### config.mk
export PLATFORM = sky130hd
export DESIGN_NAME = sorted_service_queue_flat
export DESIGN_NICKNAME = d
export VERILOG_FILES = /design/src/hw/rtl/ssq_pkg.sv /design/src/hw/rtl/ssq_in_if.sv /design/src/hw/rtl/ssq_out_if.sv /design/src/hw/rtl/ssq_cell.sv /design/src/hw/rtl/ssq_row.sv /design/src/hw/rtl/sorted_service_queue.sv /design/src/flat_wrapper.sv
export SDC_FILE = /design/constraint.sdc
export NUM_CORES = 2
export LEC_CHECK = 0
export BUFFER_PORTS_ARGS = -buffer_cell sky130_fd_sc_hd__buf_2
export CORE_MARGIN = 8
export CORE_UTILIZATION = 50
export CTS_BUF_LIST = sky130_fd_sc_hd__clkbuf_2
export DETAILED_ROUTE_END_ITERATION = 10
export PLACE_DENSITY = 0.65
export REMOVE_ABC_BUFFERS = 1
export SKIP_CTS_REPAIR_TIMING = 1
export SYNTH_ARGS = -nofsm -noshare
export SYNTH_HDL_FRONTEND = slang
export SYNTH_SLANG_ARGS = --single-unit
export TNS_END_PERCENT = 1
### constraint.sdc
create_clock -name clk -period 10.7 [get_ports clk]
set_clock_uncertainty 0.05 [all_clocks]
set_input_delay 2.14 -clock clk [delete_from_list [all_inputs] [get_ports clk]]
set_output_delay 2.14 -clock clk [all_outputs]
set_load 0.05 [all_outputs]
### src/hw/rtl/ssq_pkg.sv
package ssq_pkg;

  localparam int QUEUE_DEPTH = 16;
  localparam int CNT_W       = $clog2(QUEUE_DEPTH + 1);
  localparam int ID_W        = 8;
  localparam int TIME_W      = 16;
  localparam int KEY_W       = 2 * TIME_W + ID_W;
  localparam int LEN_W       = 5;

  typedef logic [KEY_W-1:0] key_t;
  typedef logic [CNT_W-1:0] cnt_t;

  typedef enum logic {
    OP_REQUEST = 1'b0,
    OP_RELEASE = 1'b1
  } op_t;

  typedef enum logic {
    CLASS_ECONOMY  = 1'b0,
    CLASS_BUSINESS = 1'b1
  } class_t;

  typedef enum logic [1:0] {
    ST_OK    = 2'd0,
    ST_FULL  = 2'd1,
    ST_EMPTY = 2'd2
  } status_t;

  typedef struct packed {
    logic ins;
    logic pop;
  } row_cmd_t;

endpackage

### src/hw/rtl/ssq_in_if.sv
interface ssq_in_if
  import ssq_pkg::*;
();
  logic              valid;
  logic              ready;
  logic              op;
  logic              queue_class;
  logic [ID_W-1:0]   cust_id;
  logic [TIME_W-1:0] arrival;
  logic [TIME_W-1:0] service;

  modport source (output valid, op, queue_class, cust_id, arrival, service, input ready);
  modport sink   (input valid, op, queue_class, cust_id, arrival, service, output ready);
endinterface

### src/hw/rtl/ssq_out_if.sv
interface ssq_out_if
  import ssq_pkg::*;
();
  logic             valid;
  logic             ready;
  logic             granted;
  logic             head_valid;
  logic [ID_W-1:0]  head_id;
  logic [LEN_W-1:0] length;
  logic [1:0]       status;

  modport source (output valid, granted, head_valid, head_id, length, status, input ready);
  modport sink   (input valid, granted, head_valid, head_id, length, status, output ready);
endinterface

### src/hw/rtl/ssq_cell.sv
module ssq_cell
  import ssq_pkg::*;
(
  input  logic     clk,
  input  row_cmd_t cmd,
  input  key_t     new_key,
  input  key_t     left_key,
  input  key_t     right_key,
  input  logic     occupied,
  input  logic     hold,
  input  logic     stay_in,
  output logic     stay_out,
  output key_t     key_r,
  output key_t     key_nxt
);

  logic here_stays;

  // an occupied entry stays in place if it sorts at or before the new key, or if hold is set
  assign here_stays = occupied && ((key_r <= new_key) || hold);
  assign stay_out   = stay_in && here_stays;

  always_comb begin
    key_nxt = key_r;
    if (cmd.ins) begin
      if (stay_out) begin
        key_nxt = key_r;
      end else if (stay_in) begin
        key_nxt = new_key;
      end else begin
        key_nxt = left_key;
      end
    end else if (cmd.pop) begin
      key_nxt = right_key;
    end
  end

  always_ff @(posedge clk) begin
    key_r <= key_nxt;
  end

endmodule

### src/hw/rtl/ssq_row.sv
module ssq_row
  import ssq_pkg::*;
(
  input  logic            clk,
  input  logic            rst_n,
  input  row_cmd_t        cmd,
  input  key_t            new_key,
  input  logic            server_busy,
  output cnt_t            count_r,
  output logic [ID_W-1:0] head_id_nxt
);

  key_t key_q   [QUEUE_DEPTH];
  key_t key_nxt [QUEUE_DEPTH];
  logic stay    [QUEUE_DEPTH+1];

  assign stay[0] = 1'b1;

  for (genvar i = 0; i < QUEUE_DEPTH; i++) begin : g_cell
    key_t left_key;
    key_t right_key;
    logic occupied;

    if (i == 0) begin : g_first
      assign left_key = new_key;
    end else begin : g_mid_l
      assign left_key = key_q[i-1];
    end

    if (i == QUEUE_DEPTH - 1) begin : g_last
      assign right_key = key_q[i];
    end else begin : g_mid_r
      assign right_key = key_q[i+1];
    end

    assign occupied = cnt_t'(i) < count_r;

    ssq_cell u_cell (
      .clk       (clk),
      .cmd       (cmd),
      .new_key   (new_key),
      .left_key  (left_key),
      .right_key (right_key),
      .occupied  (occupied),
      .hold      ((i == 0) && server_busy),
      .stay_in   (stay[i]),
      .stay_out  (stay[i+1]),
      .key_r     (key_q[i]),
      .key_nxt   (key_nxt[i])
    );
  end

  assign head_id_nxt = key_nxt[0][ID_W-1:0];

  always_ff @(posedge clk) begin
    if (!rst_n) begin
      count_r <= '0;
    end else if (cmd.ins) begin
      count_r <= count_r + cnt_t'(1);
    end else if (cmd.pop) begin
      count_r <= count_r - cnt_t'(1);
    end
  end

endmodule

### src/hw/rtl/sorted_service_queue.sv
// sorted_service_queue: two sorted waiting queues (economy, business) that
// share one server flag.
// in_ch carries one command per transfer: a request inserts a customer into
// the queue of its class, ordered by arrival, then service, then id; a
// release pops the head of its class queue and passes the server on.
// out_ch returns one result per command: grant, head state, length, status.
// Each queue is a row of cells, one entry each, updated at once: a pop
// moves every cell from its neighbor, an insert those behind the new key.
// A transferred command waits in the command register, then executes when
// the output register is free or being read: the cells update and the
// result is registered. One command is pending at a time, so a new command
// is taken only after the pending one has executed.
// Reset (synchronous, rst_n low) empties both queues, frees the server and
// drops any pending command and result. Queue contents need no clearing.
// When the receiver stalls, the result is held in the output register and
// one further command may be taken; it then waits until the result leaves.
module sorted_service_queue
  import ssq_pkg::*;
(
  input  logic      clk,
  input  logic      rst_n,
  ssq_in_if.sink    in_ch,
  ssq_out_if.source out_ch
);

  logic              pend_r;
  logic              op_r;
  logic              class_r;
  key_t              key_r;
  logic              server_busy_r;
  logic              server_busy_nxt;

  logic              out_valid_r;
  logic              granted_r;
  logic              head_valid_r;
  logic [ID_W-1:0]   head_id_r;
  logic [LEN_W-1:0]  length_r;
  status_t           status_r;

  logic              exec;
  cnt_t              cnt_e;
  cnt_t              cnt_b;
  cnt_t              cnt;
  cnt_t              cnt_after;
  logic              full;
  logic              empty;
  logic              do_ins;
  logic              do_pop;
  logic              granted;
  status_t           status;
  row_cmd_t          cmd_e;
  row_cmd_t          cmd_b;
  logic [ID_W-1:0]   head_e;
  logic [ID_W-1:0]   head_b;
  logic [ID_W-1:0]   head_sel;

  assign in_ch.ready = !pend_r;
  assign exec        = pend_r && (!out_valid_r || out_ch.ready);

  assign cnt    = (class_r == CLASS_BUSINESS) ? cnt_b : cnt_e;
  assign full   = cnt == cnt_t'(QUEUE_DEPTH);
  assign empty  = cnt == '0;
  assign do_ins = exec && (op_r == OP_REQUEST) && !full;
  assign do_pop = exec && (op_r == OP_RELEASE) && !empty;

  assign cmd_e = '{ins: do_ins && (class_r == CLASS_ECONOMY),
                   pop: do_pop && (class_r == CLASS_ECONOMY)};
  assign cmd_b = '{ins: do_ins && (class_r == CLASS_BUSINESS),
                   pop: do_pop && (class_r == CLASS_BUSINESS)};

  always_comb begin
    cnt_after       = cnt;
    server_busy_nxt = server_busy_r;
    granted         = 1'b0;
    status          = ST_OK;
    if (op_r == OP_REQUEST) begin
      if (full) begin
        status = ST_FULL;
      end else begin
        cnt_after       = cnt + cnt_t'(1);
        server_busy_nxt = 1'b1;
        granted         = !server_busy_r;
      end
    end else begin
      if (empty) begin
        status = ST_EMPTY;
      end else begin
        cnt_after       = cnt - cnt_t'(1);
        server_busy_nxt = cnt_after != '0;
        granted         = cnt_after != '0;
      end
    end
  end

  assign head_sel = (class_r == CLASS_BUSINESS) ? head_b : head_e;

  ssq_row u_row_e (
    .clk         (clk),
    .rst_n       (rst_n),
    .cmd         (cmd_e),
    .new_key     (key_r),
    .server_busy (server_busy_r),
    .count_r     (cnt_e),
    .head_id_nxt (head_e)
  );

  ssq_row u_row_b (
    .clk         (clk),
    .rst_n       (rst_n),
    .cmd         (cmd_b),
    .new_key     (key_r),
    .server_busy (server_busy_r),
    .count_r     (cnt_b),
    .head_id_nxt (head_b)
  );

  always_ff @(posedge clk) begin
    if (!rst_n) begin
      pend_r        <= 1'b0;
      server_busy_r <= 1'b0;
      out_valid_r   <= 1'b0;
    end else begin
      if (in_ch.valid && in_ch.ready) begin
        pend_r <= 1'b1;
      end else if (exec) begin
        pend_r <= 1'b0;
      end
      if (exec) begin
        server_busy_r <= server_busy_nxt;
        out_valid_r   <= 1'b1;
      end else if (out_ch.ready) begin
        out_valid_r   <= 1'b0;
      end
    end
  end

  // command capture
  always_ff @(posedge clk) begin
    if (in_ch.valid && in_ch.ready) begin
      op_r    <= in_ch.op;
      class_r <= in_ch.queue_class;
      key_r   <= {in_ch.arrival, in_ch.service, in_ch.cust_id};
    end
  end

  // result register
  always_ff @(posedge clk) begin
    if (exec) begin
      granted_r    <= granted;
      head_valid_r <= cnt_after != '0;
      head_id_r    <= (cnt_after != '0) ? head_sel : '0;
      length_r     <= LEN_W'(cnt_after);
      status_r     <= status;
    end
  end

  assign out_ch.valid      = out_valid_r;
  assign out_ch.granted    = granted_r;
  assign out_ch.head_valid = head_valid_r;
  assign out_ch.head_id    = head_id_r;
  assign out_ch.length     = length_r;
  assign out_ch.status     = status_r;

endmodule

### src/flat_wrapper.sv
// flat-port wrapper written by rule: the top's interface ports become plain ports
module sorted_service_queue_flat import ssq_pkg::*;
  (clk, rst_n, in_ch_valid, in_ch_op, in_ch_queue_class, in_ch_cust_id, in_ch_arrival, in_ch_service, in_ch_ready, out_ch_valid, out_ch_granted, out_ch_head_valid, out_ch_head_id, out_ch_length, out_ch_status, out_ch_ready);
  ssq_in_if in_ch_i ();
  ssq_out_if out_ch_i ();
  input  logic clk;
  input  logic rst_n;
  input wire logic [$bits(in_ch_i.valid)-1:0] in_ch_valid;
  input wire logic [$bits(in_ch_i.op)-1:0] in_ch_op;
  input wire logic [$bits(in_ch_i.queue_class)-1:0] in_ch_queue_class;
  input wire logic [$bits(in_ch_i.cust_id)-1:0] in_ch_cust_id;
  input wire logic [$bits(in_ch_i.arrival)-1:0] in_ch_arrival;
  input wire logic [$bits(in_ch_i.service)-1:0] in_ch_service;
  output wire logic [$bits(in_ch_i.ready)-1:0] in_ch_ready;
  output wire logic [$bits(out_ch_i.valid)-1:0] out_ch_valid;
  output wire logic [$bits(out_ch_i.granted)-1:0] out_ch_granted;
  output wire logic [$bits(out_ch_i.head_valid)-1:0] out_ch_head_valid;
  output wire logic [$bits(out_ch_i.head_id)-1:0] out_ch_head_id;
  output wire logic [$bits(out_ch_i.length)-1:0] out_ch_length;
  output wire logic [$bits(out_ch_i.status)-1:0] out_ch_status;
  input wire logic [$bits(out_ch_i.ready)-1:0] out_ch_ready;
  assign in_ch_i.valid = in_ch_valid;
  assign in_ch_i.op = in_ch_op;
  assign in_ch_i.queue_class = in_ch_queue_class;
  assign in_ch_i.cust_id = in_ch_cust_id;
  assign in_ch_i.arrival = in_ch_arrival;
  assign in_ch_i.service = in_ch_service;
  assign in_ch_ready = in_ch_i.ready;
  assign out_ch_valid = out_ch_i.valid;
  assign out_ch_granted = out_ch_i.granted;
  assign out_ch_head_valid = out_ch_i.head_valid;
  assign out_ch_head_id = out_ch_i.head_id;
  assign out_ch_length = out_ch_i.length;
  assign out_ch_status = out_ch_i.status;
  assign out_ch_i.ready = out_ch_ready;
  sorted_service_queue u_core (.clk(clk), .rst_n(rst_n), .in_ch(in_ch_i), .out_ch(out_ch_i));
endmodule
* After elaboration in Yosys (flattened, before gate mapping) *
Index checks and enable logic that the tools add are counted.

word-level totals
  bits in registers = 1,352

operators by class
  $lt $le $gt $ge = 64
  equality and inequality tests = 33
  mux-type cells = 142
  reductions and logical operators = 120
  add/sub/neg operators = 6
  bitwise gates (word level) = 4

operators with widths
  kind                                                                         count
  40-bit 2-to-1 mux                                                            120
  40-bit less-or-equal comparator                                              32
  4-bit by 5-bit less-than comparator with 1-bit output, first input constant  16
  1-bit logical AND                                                            72
  2-bit AND reduction                                                          32
  2-bit != test, second input constant                                         31
  3-bit by 5-bit less-than comparator with 1-bit output, first input constant  8
  5-bit 2-to-1 mux                                                             8
  1-bit by 5-bit less-than comparator with 1-bit output, first input constant  4
  2-bit by 5-bit less-than comparator with 1-bit output, first input constant  4
  5-bit by 1-bit adder with 5-bit output, second input constant                3
  5-bit by 1-bit subtractor with 5-bit output, second input constant           3
  1-bit 2-to-1 mux                                                             11
  5-bit nonzero test                                                           2
  8-bit 2-to-1 mux                                                             1
  2-bit nonzero test                                                           4
  5-bit == test, second input constant                                         1
  1-bit logical NOT                                                            5
  5-bit logical NOT                                                            1
  2-bit 2-to-1 mux                                                             2
  1-bit NOT                                                                    4
  1-bit logical OR                                                             3
  3-bit AND reduction                                                          1
  2-bit by 1-bit != test with 1-bit output, second input constant              1

* Depth between registers and ports, before layout *
  depth after elaboration = 20
  gate-level depth with buffers = 16
  mapped depth without buffers = 12

* Cells and area by module *
A second synthesis with hierarchy kept.

second synthesis, totals
  cells, all modules = 17,764
  area total of the unflattened synthesis = 127,641.2 µm²

by module, submodules not included
  module                    cells each  area an instance (µm²)  times used
  ssq_cell                  546         3,878.7                 32
  sorted_service_queue      168         2,627.5                 1
  ssq_row (u_core.u_row_b)  61          451.7                   1
  ssq_row (u_core.u_row_e)  63          442.9                   1

* Least setup slack after synthesis *
OpenSTA, ideal clock, no wires.

  path kind = reg-to-reg
  start = reg u_core.key_r[39]
  end = reg u_core.u_row_b.g_cell[7].u_cell.key_r[0] (enable)
  required time = 10.157 ns
  buffers on the path = 3
  slack = 3.752 ns
  setup time = 0.493 ns
  arrival = 6.405 ns
  clock period less this slack = 6.948 ns
  cell stages (with the launch flop) = 15
  cell sequence = edfxtp_1 clkbuf_1 inv_1 ha_1 nand4_1 or4_1 nor4_1 o31ai_1 and4_1 o211ai_2 inv_1 and4_1 clkbuf_1 buf_2 o21ai_0

on the way
  cells in the longest elaborated chain, start to end = 12

ends and longest elaborated chain
  what                               RTL line                     source
  start, declared                    sorted_service_queue.sv:29   key_t key_r;
  start signal, assigned             sorted_service_queue.sv:142  key_r <= {in_ch.arrival, in_ch.service, in_ch.cust_id};
  40-bit less-or-equal comparator    ssq_cell.sv:20               assign here_stays = occupied && ((key_r <= new_key) || hold);
  1-bit logical OR                   ssq_cell.sv:20
  1-bit logical AND                  ssq_cell.sv:20
  1-bit logical AND (6 in series)    ssq_cell.sv:21               assign stay_out = stay_in && here_stays;
  1-bit logical AND (*)              ssq_cell.sv:21
  2-bit != test (no line) (*)        --
  2-bit AND reduction (no line) (*)  --
  end signal, assigned               ssq_cell.sv:39               key_r <= key_nxt;
  end, declared                      ssq_cell.sv:13               output key_t key_r,

Mark *: on every way between the ends. The rest lies on a longest branch, timed or not.
A chain may end at the register's enable or synchronous reset.

* Worst setup path after layout *
  start = reg u_core.key_r[35]
  end = reg u_core.u_row_e.g_cell[15].u_cell.key_r[4] (data pin)

on the way
  cells in the longest elaborated chain, start to end = 18

ends and longest elaborated chain
  what                              RTL line        source
  40-bit less-or-equal comparator   ssq_cell.sv:20
  1-bit logical OR                  ssq_cell.sv:20
  1-bit logical AND                 ssq_cell.sv:20
  1-bit logical AND (13 in series)  ssq_cell.sv:21
  1-bit logical AND (*)             ssq_cell.sv:21
  40-bit 2-to-1 mux (*)             ssq_cell.sv:28  end else if (stay_in) begin
  end signal, assigned              ssq_cell.sv:39
  end, declared                     ssq_cell.sv:13

Marks and branches as above.

==> flow_metrics.py <==
metrics = {
    "outcome": {
        "status": "finished, final reports clean",
    },
    "pwr": {
        "p_leak_nw": 43.4,
        "seqPwrFrac": 0.512,
        "p_int_w": 0.00826,
        "power_switching_w": 0.00412,
        "power_density_nw_per_um2": 122,
        "peakVddDrop_mv": 0.136,
        "power.share.clock": 0.307,
        "comb_power_share": 0.181,
        "p_sw_frac": 0.333,
    },
    "place": {
        "dp_hpwl_mm": 239,
        "port_buffers": 64,
        "routabilityCongestion": 0.966,
    },
    "cells_and_area": {
        "fillers": 17100,
        "fin_nets": 10800,
        "multi_input_area_sq_um": 52100,
        "drive_gt1_frac": 0.106,
        "area_growth_pct": 6.66,
        "final-seq-area_sq_um": 40300,
    },
    "drt": {
        "dr.first_iter.drc_count": 10200,
        "ant_nets": 0,
        "viasPerCell": 6.53,
        "vias": 80000,
        "post_drt_wl_per_cell_microns": 27.5,
        "finalWirelength_mm": 336,
        "drt_first_pass_iters": 9,
        "post-route-drc-count": 0,
    },
    "timing": {
        "hold_viol": 0,
        "whs_ns": 0.390,
        "min_period_ns": 7.28,
        "fmax_mhz": 137,
        "slew_violations": 0,
        "max_slew_margin": 0.135,
        "rsz0062_at_grt": "no",
        "worst_slew_pin_slew_ns": 1.30,
        "finalSetupTns_ns": 0,
        "finalSetupViolCount": 0,
        "final.period_utilization": 0.680,
    },
    "clock_network": {
        "cts_root_buffer": "clkbuf_2",
        "numCtsBuffers": 379,
        "cts.sinks": 1352,
        "path_clk_slew_ns": 0.10,
        "clockBufferDepth": 4,
        "ctsHtreeMaxLevel": 5,
        "tritoncts": "built",
        "clk_latency_ns": 1.95,
    },
    "worst_setup_path": {
        "path_delay_family": "simple AND/OR/NAND/NOR gates",
        "cp_cell_sequence": "buf_4 > inv_2 > buf_4 > ha_1 > nand4_1 > nor3_1 > nand4_1 > or3_1 > or4_1 > a21oi_4 > buf_4 > nand2_1 > buf_4 > nor3_4 > buf_4 > mux2_2",
        "crit_type": "reg -> reg",
        "reg2regPathDepth": 16,
        "cp.required_ns": 12.18,
        "cpMostUsedCell": "buf_4",
        "start_kind": "flip-flop",
        "reg2reg_from": "u_core.key_r[35]$_DFFE_PP_",
        "cp_num_buf_inv": 6,
        "arrival_ns": 8.75,
        "r2r_setup_slack_ns": 3.42,
        "slowest_delay_ns": 0.89,
        "cp_max_fo": 41,
        "cp_slowest_cell": "nor3_4",
        "endpoint_kind": "flip-flop",
        "rr_endpoint": "u_core.u_row_e.g_cell[15].u_cell.key_r[4]$_DFFE_PP_",
    },
    "yosys": {
        "netlist_instances": 9420,
        "synth-edff-count": 1323,
        "async_flop_share": 0,
        "synth_area_sq_um": 94800,
        "synth_seq_cells": 1352,
        "ys_types": 79,
        "yosysSeqAreaShare": 0.425,
        "synth.avg_cell_area_sq_um": 10.1,
        "synth-main-ff-cell": "edfxtp_1",
        "synth_warnings": 0,
    },
    "floorplanning": {
        "ios": 65,
        "die_area_sq_um": 204000,
        "die_w_microns": 452,
        "initial_core_util": 0.501,
        "core_area_sq_um": 189000,
        "die_h_microns": 452,
        "rows": 160,
    },
    "worst_hold_path": {
        "hold_depth": 1,
        "min-delay-start": "in_ch_service[0]",
        "min_path_type": "in -> reg",
        "min_to": "u_core.key_r[8]$_DFFE_PP_",
    },
    "global_routing": {
        "grt_max_degree": 252,
        "grt_pass1_vias": 77300,
        "grt_remaining_overflow": 0,
        "grt_antenna_before_repair": 12,
        "track_usage": 0.315,
        "grt_pass1_wl_mm": 493,
    },
    "flow_run": {
        "maxCapViolCount": 0,
    },
}
[power by group through the flow]
stage	Clock [W]	Sequential, W	Combinational, W
finish	0.00381	0.00633	0.00224
global route	0.00412	0.00634	0.00245
CTS	0.00387	0.00632	0.00218
detailed placement	0	0.00644	0.00217
global placement	0	0.00643	0.00208
floorplan	0	0.00642	0.00148
[cell families (layout without fill, tap and decap cells)]
group / after synthesis / after routing / synth area share
multiplexers: 927 / 927 / 0.0989
XOR/XNOR: 11 / 11 / 0.00102
adder cells (fa/ha/maj): 1290 / 1290 / 0.170
AND/OR/NAND/NOR: 2585 / 2585 / 0.121
flip-flops: 1352 / 1352 / 0.425
other: 0 / 6 / 0
AO/OA/AOI/OAI: 2544 / 2544 / 0.155
buffers and inverters: 711 / 1023 / 0.0293
[routing by layer]
layer | GRT usage | wire (microns) | vias to the layer above
li1 | - | - | 36100
met1 | 0.444 | 143000 | 38300
met2 | 0.449 | 137000 | 4753
met3 | 0.0848 | 39400 | 812
met4 | 0.151 | 17500 | 8
met5 | 0 | 51 | -
[how the worst max path moves through the flow]
| stage | startpoint | end | slack, ns | cells past startpoint |
|---|---|---|---|---|
| global route | u_core.key_r[35]$_DFFE_PP_ | u_core.u_row_e.g_cell[15].u_cell.key_r[1]$_DFFE_PP_ | 3.30 | 16 |
| global placement | u_core.key_r[35]$_DFFE_PP_ | u_core.u_row_e.g_cell[15].u_cell.key_r[1]$_DFFE_PP_ | 3.79 | 16 |
| CTS | u_core.key_r[33]$_DFFE_PP_ | u_core.u_row_e.g_cell[15].u_cell.key_r[4]$_DFFE_PP_ | 3.61 | 16 |
| floorplan | out_ch_ready | u_core.u_row_b.g_cell[14].u_cell.key_r[0]$_DFFE_PP_ | -20.65 | 5 |
| detailed placement | u_core.key_r[35]$_DFFE_PP_ | u_core.u_row_e.g_cell[15].u_cell.key_r[23]$_DFFE_PP_ | 3.65 | 16 |
| finish | u_core.key_r[35]$_DFFE_PP_ | u_core.u_row_e.g_cell[15].u_cell.key_r[4]$_DFFE_PP_ | 3.42 | 16 |
[per-stage QoR]
step | power, W | area, sq um | worst slack [ns] | utilization | cells
floorplan | 0.00791 | 92500 | -20.65 | - | 8835
global placement | 0.00851 | 98000 | 3.79 | 0.517 | 11600
detailed placement | 0.00861 | 98000 | 3.65 | 0.517 | 11600
CTS | 0.0124 | 101000 | 3.61 | 0.534 | 12200
global route | 0.0129 | 101000 | 3.30 | 0.534 | 12200
finish | 0.0124 | 101000 | 3.42 | 0.534 | 12200
[cell usage in the layout (no fill, tap or decap), types with 14 or more instances in the layout]
cell	netlist	routed
o211ai_1	127	127
ha_1	1290	1290
o21ai_0	1199	1186
mux2_2	79	79
nand4_1	264	264
a22o_1	66	66
nor2_1	366	361
mux2i_1	843	843
o22ai_1	19	19
nor3_1	61	58
buf_4	4	194
and2_1	16	16
and4_1	26	25
a211oi_1	62	62
or3_1	17	16
o21a_1	75	74
nor2b_1	48	47
clkbuf_2	0	564
a222oi_1	16	16
buf_2	76	64
o21ai_1	52	52
nand3_1	253	250
nand2b_1	20	20
a21boi_0	20	20
a21o_1	90	90
a221oi_1	27	27
a31oi_1	24	23
clkinv_1	0	59
a221o_1	14	14
inv_1	126	86
edfxtp_1	1323	1323
nand2_1	1414	1405
a21oi_1	636	634
inv_2	0	40
dfxtp_1	29	29
nor4_1	54	51
[final cells by class]
| type | instances | share of cell area |
|---|---|---|
| multi-input combinational | 7357 | 0.515 |
| sequential | 1352 | 0.399 |
| tap | 2511 | 0.0311 |
| clock buffer | 564 | 0.0279 |
| timing repair buffer | 264 | 0.0188 |
| inverter | 126 | 0.00468 |
| clock inverter | 69 | 0.00345 |
| antenna | 6 | 0.000148 |
[synthesized netlist by cell type (24+ instances only)]
cell type  instances  area, sq um
nand2_1         1414         5310
edfxtp_1        1323        39700
ha_1            1290        16100
o21ai_0         1199         6000
mux2i_1          843         8440
a21oi_1          636         3180
clkbuf_1         478         1790
nor2_1           366         1370
nand4_1          264         1650
nand3_1          253         1270
o211ai_1         127          953
inv_1            126          473
a21o_1            90          676
mux2_2            79          890
buf_2             76          380
o21a_1            75          563
a22o_1            66          578
a211oi_1          62          465
nor3_1            61          305
nor4_1            54          338
o21ai_1           52          260
nor2b_1           48          300
dfxtp_1           29          581
a221oi_1          27          236
buf_1             27          101
and4_1            26          228
a31oi_1           24          150
[sequential cells by signal, indices dropped and copies added, names as in the netlist, 2 cells and up]
signal	flops
u_core.u_row_b.g_cell.u_cell.key_r	640
u_core.key_r	40
u_core.u_row_b.count_r	5
u_core.out_ch.length	5
u_core.out_ch.head_id	8
u_core.out_ch.status	2
u_core.u_row_e.count_r	5
u_core.u_row_e.g_cell.u_cell.key_r	640
No activity file was read; power rests on OpenSTA's default activity.
